File: src/sv/mpdm_pkg.sv
// shared types, codes and helpers of the multi-pattern dfa matcher
`default_nettype none
package mpdm_pkg;

  localparam int STATES_DEF      = 1024;
  localparam int MAX_OUTPUTS_DEF = 8;
  localparam int PATTERNS_DEF    = 1024;
  localparam int MAX_PAT_LEN_DEF = 64;
  localparam int ALPHABET        = 256;

  localparam logic [2:0] KIND_SCAN  = 3'd0;
  localparam logic [2:0] KIND_TRANS = 3'd1;
  localparam logic [2:0] KIND_SLOT  = 3'd2;
  localparam logic [2:0] KIND_LEN   = 3'd3;
  localparam logic [2:0] KIND_PBYTE = 3'd4;

  typedef struct packed {
    logic [9:0]  pattern_id;
    logic [4:0]  match_priority;
    logic [15:0] start_position;
    logic [15:0] end_position;
  } match_t;

  typedef struct packed {
    logic [4:0] prio;
    logic       exact;
    logic       a_end;
    logic       a_start;
    logic [9:0] pid;
  } slot_t;

  function automatic logic [7:0] lower_byte(input logic [7:0] b);
    logic [7:0] r;
    r = b;
    if (b inside {[8'h41:8'h5A]}) begin
      r = b + 8'h20;
    end
    return r;
  endfunction

endpackage
`default_nettype wire

File: src/sv/mpdm_match_queue.sv
// one pending match plus output register, marks the final match of a byte
`default_nettype none
module mpdm_match_queue import mpdm_pkg::*; (
  input  wire logic        clk,
  input  wire logic        rst,
  input  wire logic        push,
  input  wire match_t      push_data,
  input  wire logic        flush,
  output logic             ready,
  output logic             pend_busy,
  output logic             m_tvalid,
  input  wire logic        m_tready,
  output logic [47:0]      m_tdata,   // pattern_id, match_priority, start_position, end_position
  output logic             m_tlast    // last_match
);

  logic   pend_valid;
  match_t pend;
  match_t out_data;
  logic   out_valid;
  logic   out_last;

  assign ready     = !out_valid || m_tready;
  assign pend_busy = pend_valid;
  assign m_tvalid  = out_valid;
  assign m_tlast   = out_last;
  assign m_tdata   = {1'b0, out_data.end_position, out_data.start_position,
                      out_data.match_priority, out_data.pattern_id};

  always_ff @(posedge clk) begin
    if (rst) begin
      pend_valid <= 1'b0;
      out_valid  <= 1'b0;
    end else begin
      if (ready && push) begin
        if (pend_valid) begin
          out_valid <= 1'b1;
          out_data  <= pend;
          out_last  <= 1'b0;
        end else if (m_tready) begin
          out_valid <= 1'b0;
        end
        pend_valid <= 1'b1;
        pend       <= push_data;
      end else if (ready && flush && pend_valid) begin
        out_valid  <= 1'b1;
        out_data   <= pend;
        out_last   <= 1'b1;
        pend_valid <= 1'b0;
      end else if (m_tready) begin
        out_valid <= 1'b0;
      end
    end
  end

endmodule
`default_nettype wire

File: config.mk
export PLATFORM = sky130hd
export DESIGN_NAME = mpdm_match_queue
export DESIGN_NICKNAME = d
export VERILOG_FILES = /design/src/sv/mpdm_pkg.sv /design/src/sv/mpdm_match_queue.sv
export SDC_FILE = /design/constraint.sdc
export NUM_CORES = 1
export LEC_CHECK = 0
export BUFFER_PORTS_ARGS = -buffer_cell sky130_fd_sc_hd__buf_4
export CAP_MARGIN = 10
export CORE_ASPECT_RATIO = 1.5
export CORE_MARGIN = 4
export CORE_UTILIZATION = 45
export CTS_BUF_LIST = sky130_fd_sc_hd__clkbuf_8
export CTS_CLUSTER_SIZE = 14
export DETAILED_ROUTE_END_ITERATION = 10
export GPL_TIMING_DRIVEN = 0
export MAX_ROUTING_LAYER = met4
export PLACE_DENSITY = 0.69
export SETUP_SLACK_MARGIN = 0.5
export SLEW_MARGIN = 20
export SYNTH_ARGS = -nofsm -noshare
export SYNTH_HDL_FRONTEND = slang
export SYNTH_SLANG_ARGS = --single-unit
File: constraint.sdc
create_clock -name clk -period 4.7 [get_ports clk]
set_input_delay 0.47 -clock clk [delete_from_list [all_inputs] [get_ports clk]]
set_output_delay 0.47 -clock clk [all_outputs]
set_load 0.02 [all_outputs]
* After elaboration in Yosys (flattened, before gate mapping)
Index checks and enable logic that the tools add are counted.
** Cells by class
- Multiplexer cells :: 12
- Bitwise operators :: 1
- Reduce and logical (&&, ||, !) cells :: 8
- Equal/unequal tests :: 1
** Operators by type and width (number)
- two-way mux 47 bit :: 3
- two-way mux 1 bit :: 9
- logical AND 1 bit :: 3
- AND reduction 3 bit :: 1
- inequality test 2 bit, second input constant :: 1
- AND reduction 2 bit :: 1
- nonzero test 2 bit :: 1
- zero test 1 bit :: 1
- logical OR 1 bit :: 1
- inverter 1 bit :: 1
** Word-level totals
- Logic and storage cells :: 33
- Output and inout port bits :: 52
- Register bits after elaboration :: 97
- Bits of input ports :: 52

* Logic depth before layout (Yosys ltp)
Gate-level depths: netlist of the first run.
- Depth in word-level cells :: 6
- Depth in mapped cells :: 4
- Gate-level depth less buffers :: 4

* Least setup slack after synthesis of the first run
Ideal clock, no wire load.
- Kind :: register -> register
- Start point :: reg pend_valid, in the netlist pend_busy
- End point :: reg out_data (netlist bit m_tdata[0]), enable pin
- Cell stages (with the launch flop) :: 3
- Arrival :: 3873 ps
- Buffers on the path :: 0
- Data required time :: 4187 ps
- Library setup time :: 513 ps
- Period minus slack after synthesis :: 4386 ps
- Setup slack :: 314 ps
- Path through :: dfxtp_1 o21ai_0 nor3_1
** On the way
- Word-level cells in the longest chain between the ends :: 3
- Elaborated cells between the ends (all ways) :: 4
- Classes of those cells :: eq/ne (1); reduce/logical (3)
** RTL lines
- from (decl) :: RTL line mpdm_match_queue.sv:17 : logic pend_valid;
- from (signal assigned) :: RTL line mpdm_match_queue.sv:32 : pend_valid <= 1'b0;
- from (signal assigned) :: RTL line mpdm_match_queue.sv:43 : pend_valid <= 1'b1;
- from (signal assigned) :: RTL line mpdm_match_queue.sv:49 : pend_valid <= 1'b0;
- logical AND 1 bit :: RTL line mpdm_match_queue.sv:45 : end else if (ready && flush && pend_valid) begin
- nonzero test 2 bit (no line)
- AND reduction 3 bit (no line) *
- to (signal assigned) :: RTL line mpdm_match_queue.sv:38 : out_data <= pend;
- to (signal assigned) :: RTL line mpdm_match_queue.sv:47 : out_data <= pend;
- to (decl) :: RTL line mpdm_match_queue.sv:19 : match_t out_data;
Every way passes the cells marked *; elsewhere a longest branch is shown, timed or not.
A chain may end at the register's enable or synchronous reset.

* Worst setup path in the final report of the first run
- Start point :: reg pend_valid, in the netlist pend_busy
- End point :: reg out_data (netlist bit m_tdata[36]), enable pin
Same word-level chain as after synthesis.

==> flow_metrics.tcl, run 1 <==
set metrics [dict create \
    via_count 1374 \
    vias_per_cell 4.52 \
    hpwl_um 3650 \
    yosys-top-cells-area "edfxtp_1 96%, dfxtp_1 1.4%, nor2b_4 0.46%" \
    num_rows 35 \
    setup_viol 0 \
    yosys.area.top_type_share_pct 96.4 \
    power_switching_mw 0.312 \
    rr_worst_depth 3 \
    ys_types 12 \
    yosysSeqAreaShare_pct 97.7 \
    r2r-start "pend_busy" \
    ys_ff_latch 97 \
    htree_num_levels 3 \
    total_power_mw 1.60 \
    drv_slew 0 \
    hold_start "push_data[13]" \
    whs_path_depth 1 \
    io_buffers 102 \
    crit_path_max_fanout 18 \
    cts_setup_buffers 0 \
    grt_pass1_wl_um 7310 \
    synth.avg_cell_area_um2 27.2 \
    stdcell_count 304 \
    fin_tns_setup_ns 0 \
    final.setup_skew_ns 0.0107 \
    holdWs_ns 0.291 \
    clockPowerShare_pct 31.8 \
    grt_overflow 0 \
    final_common_cell "buf_4" \
    fmax_mhz 572 \
    cellPowerDensity_mw_per_mm2 390 \
    route.met3.wl_um 460 \
    cp_num_buf_inv 1 \
    synth_area_mm2 0.00296 \
    drc 0 \
    tightest_slew_ns 0.773 \
    netlist_instances 109 \
    worstSkewPairLatency_ns 0.35 \
    root_buffer "clkbuf_8" \
    maxCapViolations 0 \
    hold_end "pend[13]" \
    gp_congestion 0.658 \
    final.min_clock_period_ns 1.75 \
    sequentialPowerShare_pct 62.2 \
    postRouteAntennaNets 0 \
    post-place-cells 288 \
    cp-end-kind "flip-flop" \
    worst_path_dominant_cell_family "simple AND/OR/NAND/NOR gates" \
    worstPathArrival_ns 1.80 \
    layout.nets 277 \
    switching_share_pct 19.6 \
    status "finished, final reports clean" \
    hold_violations 0 \
    hold_class "input pin to flip-flop" \
    syn_nets 161 \
    cts_buffer_depth 2 \
    critical_path_class "flip-flop to flip-flop" \
    initial_core_util_pct 47.3 \
    core_area_mm2 0.00626 \
    reg2reg_slack_ns 2.95 \
    clk_pin_slew_worst_paths_ns 0.09 \
    fp.dieH_um 107 \
    cts_tree "done" \
    highest_layer "met4" \
    cts_resized 0 \
    max_stage_delay_ns 0.64 \
    drt_iter0_markers 98 \
    max_slew_margin_pct 48.3 \
    crit_path_cell_trace "o21ai_0 > nor3_4 > buf_8" \
    internal-power_mw 1.28 \
    cp.required_ns 4.75 \
    yosysTopAreaCell "edfxtp_1" \
    clock-sinks 97 \
    grt_pass1_vias 1440 \
    wl_met1_um 1790 \
    ys.warnings.count 0 \
    r2r-end "m_tdata[36]" \
    cts_hold_buf 0 \
    die_w_um 74.2 \
    final_cell_mix "103 x buf_4, 95 x edfxtp_1, 13 x clkbuf_8" \
    drt_pass1_iterations 4 \
    syn2layout_area_growth_pct 38.1 \
    combPwrFrac_pct 6.0 \
    grt_use_total_pct 13.5 \
    ios 104 \
    dieArea_mm2 0.00797 \
    wl_um 4960 \
    avgRoutedWirePerCell_um 16.3 \
    grt_max_degree 30 \
    numCtsBuffers 9 \
    rsz0062_at_grt "no" \
    antenna_found_initial 0 \
    ir_worst_vdd_v 0.000273 \
    slowest_stage "nor3_4" \
    start_kind "flip-flop" \
    diodes 0 \
    period_share_pct 37.2 \
    wl_met2_um 2590 \
    p_leak_nw 1.53 \
    drive_gt1_share_pct 55.2 \
    final_util_pct 65.3 \
]
==> cells in the mapped netlist <==
library cell / n
nor2b_4: 1
inv_1: 1
o21ai_0: 2
edfxtp_1: 95
inv_2: 1
conb_1: 1
nand2_2: 1
nor3_1: 1
dfxtp_1: 2
nor2_1: 1
a21oi_1: 2
buf_4: 1
==> kinds of logic after synthesis <==
kind of cell,share of synthesized area (%)
compound gates,0.676
other cells,0.127
buf+inv,0.507
simple gates,0.972
flops,97.7
==> routing by layer <==
| metal | GRT usage (%) | vias to the layer above |
|---|---|---|
| met4 | 5.98 | 0 |
| met3 | 5.33 | 10 |
| met5 | - | - |
| li1 | - | 658 |
| met1 | 15.0 | 637 |
| met2 | 21.4 | 69 |
==> power groups by stage <==
| stage | registers, mW | logic [mW] | clock network [mW] |
|---|---|---|---|
| after floorplan | 1.03 | 0.0159 | 0 |
| after CTS | 0.993 | 0.0973 | 0.522 |
| final | 0.993 | 0.0952 | 0.507 |
| after global routing | 0.996 | 0.102 | 0.564 |
| after global placement | 1.01 | 0.0881 | 0 |
| after detailed placement | 1.01 | 0.0971 | 0 |
==> sequential cells by signal, indices dropped and copies added, names as in the netlist <==
signal,flops
m_tdata,47
m_tvalid,1
m_tlast,1
pend_busy,1
pend,47
==> final cells by class <==
class,instances,area [um^2]
Multi-Input combinational cell,9,71.3
Buffer,1,7.51
Fill cell,426,2170
Sequential cell,97,2890
Tap cell,74,92.6
Timing Repair Buffer,105,816
Clock buffer,13,179
Inverter,2,7.51
Clock inverter,3,22.5
==> metrics by stage <==
stage	setup slack [ns]	area, um^2
after global placement	0.821	3820
final	2.95	4090
after detailed placement	2.70	3890
after global routing	2.82	4090
after CTS	2.89	4090
after floorplan	1.56	2970
==> how the worst max path moves through the flow <==
| stage | start | to | slack [ns] | depth (start not counted) |
|---|---|---|---|---|
| floorplan | m_tvalid | pend[0] | 1.56 | 4 |
| global placement | m_tready | pend[30] | 0.82 | 5 |
| detailed placement | flush | m_tdata[35] | 2.70 | 4 |
| CTS | pend_busy | m_tdata[36] | 2.89 | 3 |
| global route | pend_busy | m_tdata[36] | 2.82 | 3 |
| finish | pend_busy | m_tdata[36] | 2.95 | 3 |
Note: power is estimated with default switching activity, not from simulation.
==> inputs of run 2 (changes only) <==
clock period = 1.7 ns   (was 4.7 ns; I/O delays follow)
==> flow_metrics.tcl, run 2 (synthesis gave the netlist of run 1 again) <==
set metrics [dict create \
    fp.dieH_um 107 \
    postRouteAntennaNets 0 \
    start_kind "flip-flop" \
    grt_max_degree 18 \
    htree_num_levels 3 \
    worstSkewPairLatency_ns 0.34 \
    grt_pass1_wl_um 9430 \
    worstPathArrival_ns 1.37 \
    final.min_clock_period_ns 1.31 \
    worstSetupEndpoint "m_tdata[42]" \
    drv_slew 0 \
    fin_tns_setup_ns 0 \
    layout.nets 347 \
    clock-sinks 97 \
    dieArea_mm2 0.00797 \
    status "finished, final reports clean" \
    root_buffer "clkbuf_8" \
    p_leak_nw 1.91 \
    numCtsBuffers 9 \
    antenna_found_initial 0 \
    ios 104 \
    clk_pin_slew_worst_paths_ns 0.07 \
    grt_busiest_layer "met2" \
    crit_path_max_fanout 8 \
    stdcell_area_mm2 0.00490 \
    setup_viol 0 \
    avgRoutedWirePerCell_um 18.9 \
    grt_overflow 0 \
    cp-end-kind "flip-flop" \
    met2_usage_pct 29.4 \
    initial_core_util_pct 47.3 \
    gr-usage-met1_pct 18.3 \
    io_buffers 102 \
    reg2reg_slack_ns 0.39 \
    dpl_worst_slack_ns -0.173 \
    drt_iter0_markers 92 \
    stdcell_count 371 \
    syn2layout_area_growth_pct 65.7 \
    rsz0062_at_grt "yes" \
    cellPowerDensity_mw_per_mm2 923 \
    final_common_cell "buf_4" \
    final_cell_mix "110 x buf_4, 95 x edfxtp_1, 47 x dlygate4sd3_1" \
    hold_violations 0 \
    grt_pass1_vias 1853 \
    num_rows 35 \
    diodes 0 \
    cts_tree "done" \
    drc 0 \
    final_util_pct 78.3 \
    fmax_mhz 762 \
    r2r-end "m_tdata[42]" \
    wl_um 7000 \
    gp_congestion 0.761 \
    fin_ws_ns 0.388 \
    placed_area_mm2 0.00392 \
    critical_path_class "flip-flop to flip-flop" \
    core_area_mm2 0.00626 \
    final.setup_skew_ns 0.00864 \
    vias_per_cell 4.60 \
    cts_buffer_depth 2 \
    grt_use_met3_pct 4.95 \
    via_count 1705 \
    r2r-start "pend_busy" \
    ir_worst_vdd_v 0.000665 \
    drive_gt1_share_pct 49.5 \
    rr_worst_depth 4 \
    startpoint "pend_busy" \
    period_share_pct 77.2 \
    hold_class "input pin to flip-flop" \
    drt_pass1_iterations 4 \
    grt_use_total_pct 17.5 \
    maxCapViolations 0 \
    cp.required_ns 1.76 \
    post-place-cells 288 \
    die_w_um 74.2 \
]
-- run 2: cell count changes in the layout (fill, tap and decap cells not counted), sizes merged, moves of 2 or more --
cell         change
clkbuf           -2
inv              +3
dlygate4sd3     +47
clkinvlp         -3
buf             +20
-- run 2: repair_timing --
item / in CTS / in global routing
gates cloned: 4 / 2
resized for setup: 11 / 6
setup endpoints to repair: 96 / 96
hold buffers: 45 / 2
setup buffers: 13 / 4
pin swaps: 3 / 3
endpoints found under the hold margin: 45 / 2
-- run 2: where the power goes --
group	switching [mW]	total, mW	internal [mW]	leakage, nW
logic	0.189	0.471	0.282	0.917
registers	0.0264	2.75	2.72	0.896
clock network	0.664	1.30	0.641	0.0948
total	0.879	4.53	3.65	1.91
-- run 2: worst min path at each step --
stage,start,end,cells past startpoint
finish,rst,m_tvalid,2
global route,rst,m_tvalid,2
CTS,push_data[16],pend[16],1
detailed placement,push_data[0],pend[0],1
global placement,push_data[5],pend[5],1
floorplan,rst,pend_busy,1
-- run 2: stage by stage --
stage,total power [mW],hold slack (ns)
2_1_floorplan,2.89,0.229
3_3_place_gp,3.05,0.349
3_5_place_dp,3.08,0.349
4_1_cts,4.51,0.000248
5_1_grt,4.72,0.0742
6_report,4.53,0.0929
-- run 2: critical path, stage by stage (launching register included) --
cell and delay (ns):
dfxtp_4 0.36, o21ai_4 0.07, nor3_4 0.26, buf_12 0.19, clkbuf_16 0.16
-- run 2: final cells by class --
class | count | area [um^2]
fillers | 328 | 1360
well taps | 74 | 92.6
multi-input cells | 10 | 98.8
clock inverters | 4 | 41.3
repair buffers | 174 | 1640
clock buffers | 9 | 124
inverters | 2 | 7.51
plain buffers | 1 | 7.51
flip-flops and latches | 97 | 2900
-- run 2: metal layers --
layer  part of all wire [%]  wire, um  vias to the layer above
li1                       -         -                      798
met2                     57      3980                       74
met4                    2.4       167                        0
met1                     35      2430                      820
met3                    6.1       427                       13
met5                      0         0                        -
==> inputs of run 3 (changes only) <==
clock period = 1.31 ns   (was 1.7 ns; I/O delays follow)
==> flow_metrics.tcl, run 3 (synthesis gave the netlist of run 1 again) <==
set metrics [dict create \
    grt_use_total_pct 17.6 \
    stdcell_count 372 \
    stdcell_area_mm2 0.00510 \
    drc 0 \
    clock-sinks 97 \
    postRouteAntennaNets 0 \
    start_kind "flip-flop" \
    placed_area_mm2 0.00392 \
    cp-end-kind "flip-flop" \
    htree_num_levels 3 \
    grt_overflow 0 \
    avgRoutedWirePerCell_um 18.1 \
    die_w_um 74.2 \
    dieArea_mm2 0.00797 \
    cts_tree "done" \
    rsz0062_at_grt "yes" \
    final.min_clock_period_ns 1.31 \
    diodes 0 \
    core_area_mm2 0.00626 \
    p_leak_nw 1.96 \
    fp.dieH_um 107 \
    cts_buffer_depth 2 \
    fin_ws_ns -0.00195 \
    wl_um 6750 \
    drt_pass1_iterations 4 \
    ir_worst_vdd_v 0.000985 \
    hpwl_um 3720 \
    vias_per_cell 4.59 \
    syn2layout_area_growth_pct 72.4 \
    worstSkewPairLatency_ns 0.34 \
    grt_pass1_vias 1889 \
    num_rows 35 \
    layout.nets 347 \
    io_buffers 102 \
    cellPowerDensity_mw_per_mm2 1170 \
    maxCapViolations 0 \
    post-place-cells 289 \
    violations "setup timing" \
    drt_iter0_markers 75 \
    fill_cells 317 \
    grt_max_degree 18 \
    via_count 1709 \
    worstPathArrival_ns 1.38 \
    total_power_mw 5.96 \
    critical_path_class "flip-flop to flip-flop" \
    fmax_mhz 762 \
    gr-usage-met1_pct 20.2 \
    grt_pass1_wl_um 9540 \
    hold_violations 0 \
    grt_busiest_layer "met2" \
    ios 104 \
    root_buffer "clkbuf_8" \
    drive_gt1_share_pct 50.3 \
    hold_class "input pin to flip-flop" \
    gp_congestion 0.732 \
    final_common_cell "edfxtp_1" \
    setup_viol 3 \
    clk_pin_slew_worst_paths_ns 0.09 \
    status "finished, violations left" \
    period_share_pct 100 \
    final_cell_mix "95 x edfxtp_1, 60 x buf_6, 57 x buf_4" \
    met2_usage_pct 29.4 \
    holdWs_ns 0.0281 \
    crit_path_max_fanout 6 \
    grt_use_met3_pct 4.11 \
    numCtsBuffers 9 \
    antenna_found_initial 0 \
    initial_core_util_pct 47.3 \
    cp.required_ns 1.38 \
    final.setup_skew_ns 0.0104 \
    drv_slew 0 \
]
run 3: per-layer routing:
| metal | up-vias | share of wire [%] |
|---|---|---|
| li1 | 801 | - |
| met1 | 827 | 35 |
| met2 | 71 | 56 |
| met3 | 10 | 6.9 |
| met4 | 0 | 2.2 |
| met5 | - | 0 |
run 3: where the power goes:
part / internal (mW) / total [mW] / switching, mW
logic: 0.387 / 0.625 / 0.239
clock network: 0.846 / 1.76 / 0.911
registers: 3.54 / 3.57 / 0.0399
run 3: final timing paths:
check,startpoint,endpoint,slack [ns],depth (start not counted)
worst min register to register,pend[41],m_tdata[4],0.42,0
worst max-delay path,m_tvalid,pend[21],-0.002,6
worst min-delay path,rst,pend_busy,0.03,2
worst max register to register,m_tvalid,pend[21],-0.002,6
run 3: critical path, cell delays in order (launching register included):
cell and delay (ns):
dfxtp_2 0.33, nor2b_4 0.14, inv_2 0.08, nand2_4 0.06, nor2_4 0.13, buf_6 0.14
clkbuf_16 0.14
run 3: what timing repair did:
item                                    CTS  global route
endpoints found under the setup margin  148           149
resized for setup                        61             6
hold buffers                             47             0
cloned                                    2             5
hold endpoints to repair                 47             0
pin swaps                                 3             3
setup buffers                            13             2
run 3: area by class of cell:
type / count / area, um^2 / area share (%)
buffer: 1 / 7.51 / 0.147
clock buffer: 9 / 124 / 2.43
clock inverter: 5 / 50.0 / 0.981
inverter: 2 / 7.51 / 0.147
multi-input combinational: 10 / 103 / 2.01
sequential: 97 / 2900 / 56.8
tap: 74 / 92.6 / 1.81
timing repair buffer: 174 / 1820 / 35.7
run 3: per-stage QoR:
stage / worst slack (ns) / utilization (%) / TNS, ns
6_report: -0.00195 / 81.5 / -0.00507
5_1_grt: -0.0232 / 81.5 / -0.604
4_1_cts: 0.0257 / 78.8 / 0
3_5_place_dp: -0.399 / 62.6 / -16.35
3_3_place_gp: -1.18 / 61.4 / -85.94
2_1_floorplan: -0.785 / - / -60.79
